`src/rtl/core/lbf_pkg.sv`:
```
// Shared types, sizes and helpers of the 3x3 diagonal filter.
`default_nettype none
package lbf_pkg;

	localparam int IMG_WIDTH  = 512;
	localparam int IMG_HEIGHT = 512;
	localparam int TOTAL      = IMG_WIDTH * IMG_HEIGHT;

	localparam int PIX_W   = 16;
	localparam int VAL_W   = 20;
	localparam int COL_W   = $clog2(IMG_WIDTH);
	localparam int ROW_W   = $clog2(IMG_HEIGHT);
	localparam int TAKEN_W = $clog2(TOTAL + 1);
	localparam int LINE_W  = 2 * PIX_W;

	localparam logic CMD_PIXEL = 1'b0;
	localparam logic CMD_FLUSH = 1'b1;

	typedef logic signed [PIX_W-1:0] pix_t;
	typedef logic signed [VAL_W-1:0] val_t;
	typedef logic [COL_W-1:0]        col_t;
	typedef logic [ROW_W-1:0]        row_t;
	typedef logic [TAKEN_W-1:0]      taken_t;

	// one window column: [0] top row, [1] middle row, [2] bottom row
	typedef pix_t [2:0] tap_col_t;

	// output position and end-of-frame mark that travel with an item
	typedef struct packed {
		row_t row;
		col_t col;
		logic last;
	} pos_t;

	function automatic val_t sx(input pix_t p);
		return {{(VAL_W-PIX_W){p[PIX_W-1]}}, p};
	endfunction

endpackage
`default_nettype wire

```
`src/rtl/core/lbf_cell.sv`:
```
// One window column cell: holds three taps, hands them to its left neighbor.
`default_nettype none
module lbf_cell (
	input  wire logic              clk,
	input  wire logic              shift,
	input  wire lbf_pkg::tap_col_t taps_in,
	output lbf_pkg::tap_col_t      taps_out
);
	import lbf_pkg::*;

	tap_col_t taps_q;

	always_ff @(posedge clk) begin
		if (shift) begin
			taps_q <= taps_in;
		end
	end

	assign taps_out = taps_q;
endmodule
`default_nettype wire

```
`config.mk`:
```
export PLATFORM = sky130hd
export DESIGN_NAME = lbf_cell
export DESIGN_NICKNAME = d
export VERILOG_FILES = /design/src/rtl/core/lbf_pkg.sv /design/src/rtl/core/lbf_cell.sv
export SDC_FILE = /design/constraint.sdc
export NUM_CORES = 1
export LEC_CHECK = 0
export ABC_AREA = 1
export BUFFER_PORTS_ARGS = -buffer_cell sky130_fd_sc_hd__buf_4
export CAP_MARGIN = 20
export CORE_MARGIN = 8
export CORE_UTILIZATION = 40
export CTS_BUF_LIST = sky130_fd_sc_hd__clkbuf_4 sky130_fd_sc_hd__clkbuf_8
export DETAILED_ROUTE_END_ITERATION = 7
export PLACE_DENSITY_LB_ADDON = 0.2
export RECOVER_POWER = 100
export SLEW_MARGIN = 0
export SYNTH_ARGS = -nofsm -noshare
export SYNTH_HDL_FRONTEND = slang
export SYNTH_SLANG_ARGS = --single-unit
```
`constraint.sdc`:
```
create_clock -name clk -period 0.8 [get_ports clk]
set_clock_uncertainty 0.05 [all_clocks]
set_input_delay 0.16 -clock clk [delete_from_list [all_inputs] [get_ports clk]]
set_output_delay 0.16 -clock clk [all_outputs]
set_load 0.03 [all_outputs]
```
==> run_results.csv <==
group,metric,value,unit
clock_network,path_clk_slew,120,ps
final_layout,fin_area,0.00295,mm^2
final_layout,multi_input_comb_area,0,um^2
synth,ys_types,1,
worst_setup_path,critical_path_arrival,930,ps
synth,synth_nets,98,
run,drv_cap,0,
placed_design,post-place-ws,-8.78,ps
final_layout,num-fill-cells,184,
route,vias,1089,
final_layout,finalNonFillerCells,251,
synth,ys_ff_latch,48,
floorplan,die_w,76.0,um
clock_network,root_buffer,"clkbuf_4",
timing,hold_viol,0,
floorplan,placementRows,22,
run_status,status,"finished, violations left",
worst_setup_path,cp-end-kind,"output port",
synth,synth_seq_area_share,100,%
timing,finalWorstSetupSlack,-343,ps
final_layout,comb.multi_input.count,0,
route,drt_iter0_markers,36,
power,peakVddDrop,1.16,mV
timing,min_period_over_period,143,%
route,wl_per_cell,16.4,um
final_layout,post-route-util,83.2,%
power,power_density,1800,mW/mm^2
route,wirelength,4.11,mm
route,first_pass_iters,4,
grt,grt_usage,14.7,%
grt,grt_pass1_wl,6.55,mm
grt,grt_max_degree,25,
timing,fin_crit,1140,ps
worst_setup_path,startpoint_type,"flop",
timing,rsz0062_at_grt,"yes",
worst_hold_path,worst_hold_path_type,"in2reg",
clock_network,cts_made_buffers,5,
floorplan,initial_utilization,40.6,%
final_layout,seq_area,0.00144,mm^2
timing,drv_slew,0,
grt,gr-total-overflow,0,
clock_network,cts_buffer_depth,2,
power,p_total,0.00531,W
synth,avgSynthCellArea,30.0,um^2
grt,grt_pass1_vias,1274,
route,viasPerCell,4.34,
power,p_leak,1.22,nW
clock_network,htreeDepth,2,
timing,slew_headroom,78.8,%
placed_design,dp.cells,195,
timing,tightest_slew,318,ps
synth,netlist_area,0.00144,mm^2
worst_setup_path,worstPathCellList,"buf_6",
run_status,violations,"negative setup slack",
floorplan,core_area,0.00355,mm^2
worst_setup_path,slowest_stage,"edfxtp_1",
timing,setup_viol,48,
route,drtAntennaViolNets,0,
worst_setup_path,path_class,"reg2out",
worst_setup_path,worstPathBufferInverterCount,1,
timing,max_freq,875,MHz
final_layout,n_antenna_cell,0,
worst_setup_path,path_max_fanout,1,
placed_design,place_congestion,0.645,
synth,syn_inst,48,
worst_setup_path,max_stage_delay,430,ps
floorplan,io_pins,98,
grt,antenna_found_initial,0,
floorplan,dieArea,0.00578,mm^2
clock_network,cts_tree,"built",
final_layout,largest_register_ffs,48,
synth,yosys_warnings,0,
clock_network,clock-sinks,48,
placed_design,placed_area,0.00227,mm^2
worst_setup_path,crit_family,"flip-flops",
worst_setup_path,crit_required,590,ps
placed_design,io_buffers,97,
final_layout,drive_above_1_share,51.7,%
floorplan,die_h,76.0,um
final_layout,nets,252,
route,drc_errors,0,
final_layout,area_growth,105,%
-- logic make-up (layout without fill, tap and decap cells) --
group | count (synthesis) | after routing | synth area share, %
DFF | 48 | 48 | 100
buffers and inverters | 0 | 155 | 0
-- timing repair --
item,in CTS,in global routing
setup buffers,0,0
hold endpoints to repair,48,0
gates cloned,0,0
gates resized for setup,48,0
endpoints found under the setup margin,48,48
hold buffers,48,0
-- worst paths after layout --
path	slack (ps)	cells past startpoint	start	endpoint
setup / recovery	-340	1	taps_out[23]	taps_out[23]
hold / removal	350	2	shift	taps_out[16]
-- metrics by stage --
step / TNS (ps) / hold WS [ps]
final: -14750 / 350
after global routing: -17160 / 360
after global placement: -58.5 / 288
after CTS: -15790 / 172
after floorplan: 0 / 209
after detailed placement: -358 / 289
-- synth_stat cells --
cell type,instances,area share [%]
edfxtp_1,48,100
-- power by group --
part,internal (W),switching [W]
Combinational,0.000639,0.000595
Clock,0.000323,0.000667
Sequential,0.00299,0.0000938
Total,0.00395,0.00136
-- metal layers --
layer | part of all wire [%] | global-route usage, % | vias up
met5 | 0 | 0 | -
met4 | 2.6 | 6.47 | 0
met3 | 11 | 8.73 | 9
met1 | 30 | 12.1 | 517
met2 | 56 | 27.1 | 62
li1 | - | - | 501
-- cell usage in the layout (no fill, tap or decap) --
cell	instances
buf_6	48
clkinv_2	2
dlygate4sd3_1	48
edfxtp_1	48
clkbuf_1	1
clkbuf_4	55
clkinv_1	1
-- cell type report --
cell class              instances  area share [%]
clock buffers                   5            1.27
clock inverters                 3           0.466
flip-flops and latches         48            48.8
well taps                      48            2.03
repair buffers                147            47.4
Note: power is estimated with default switching activity, not from simulation.
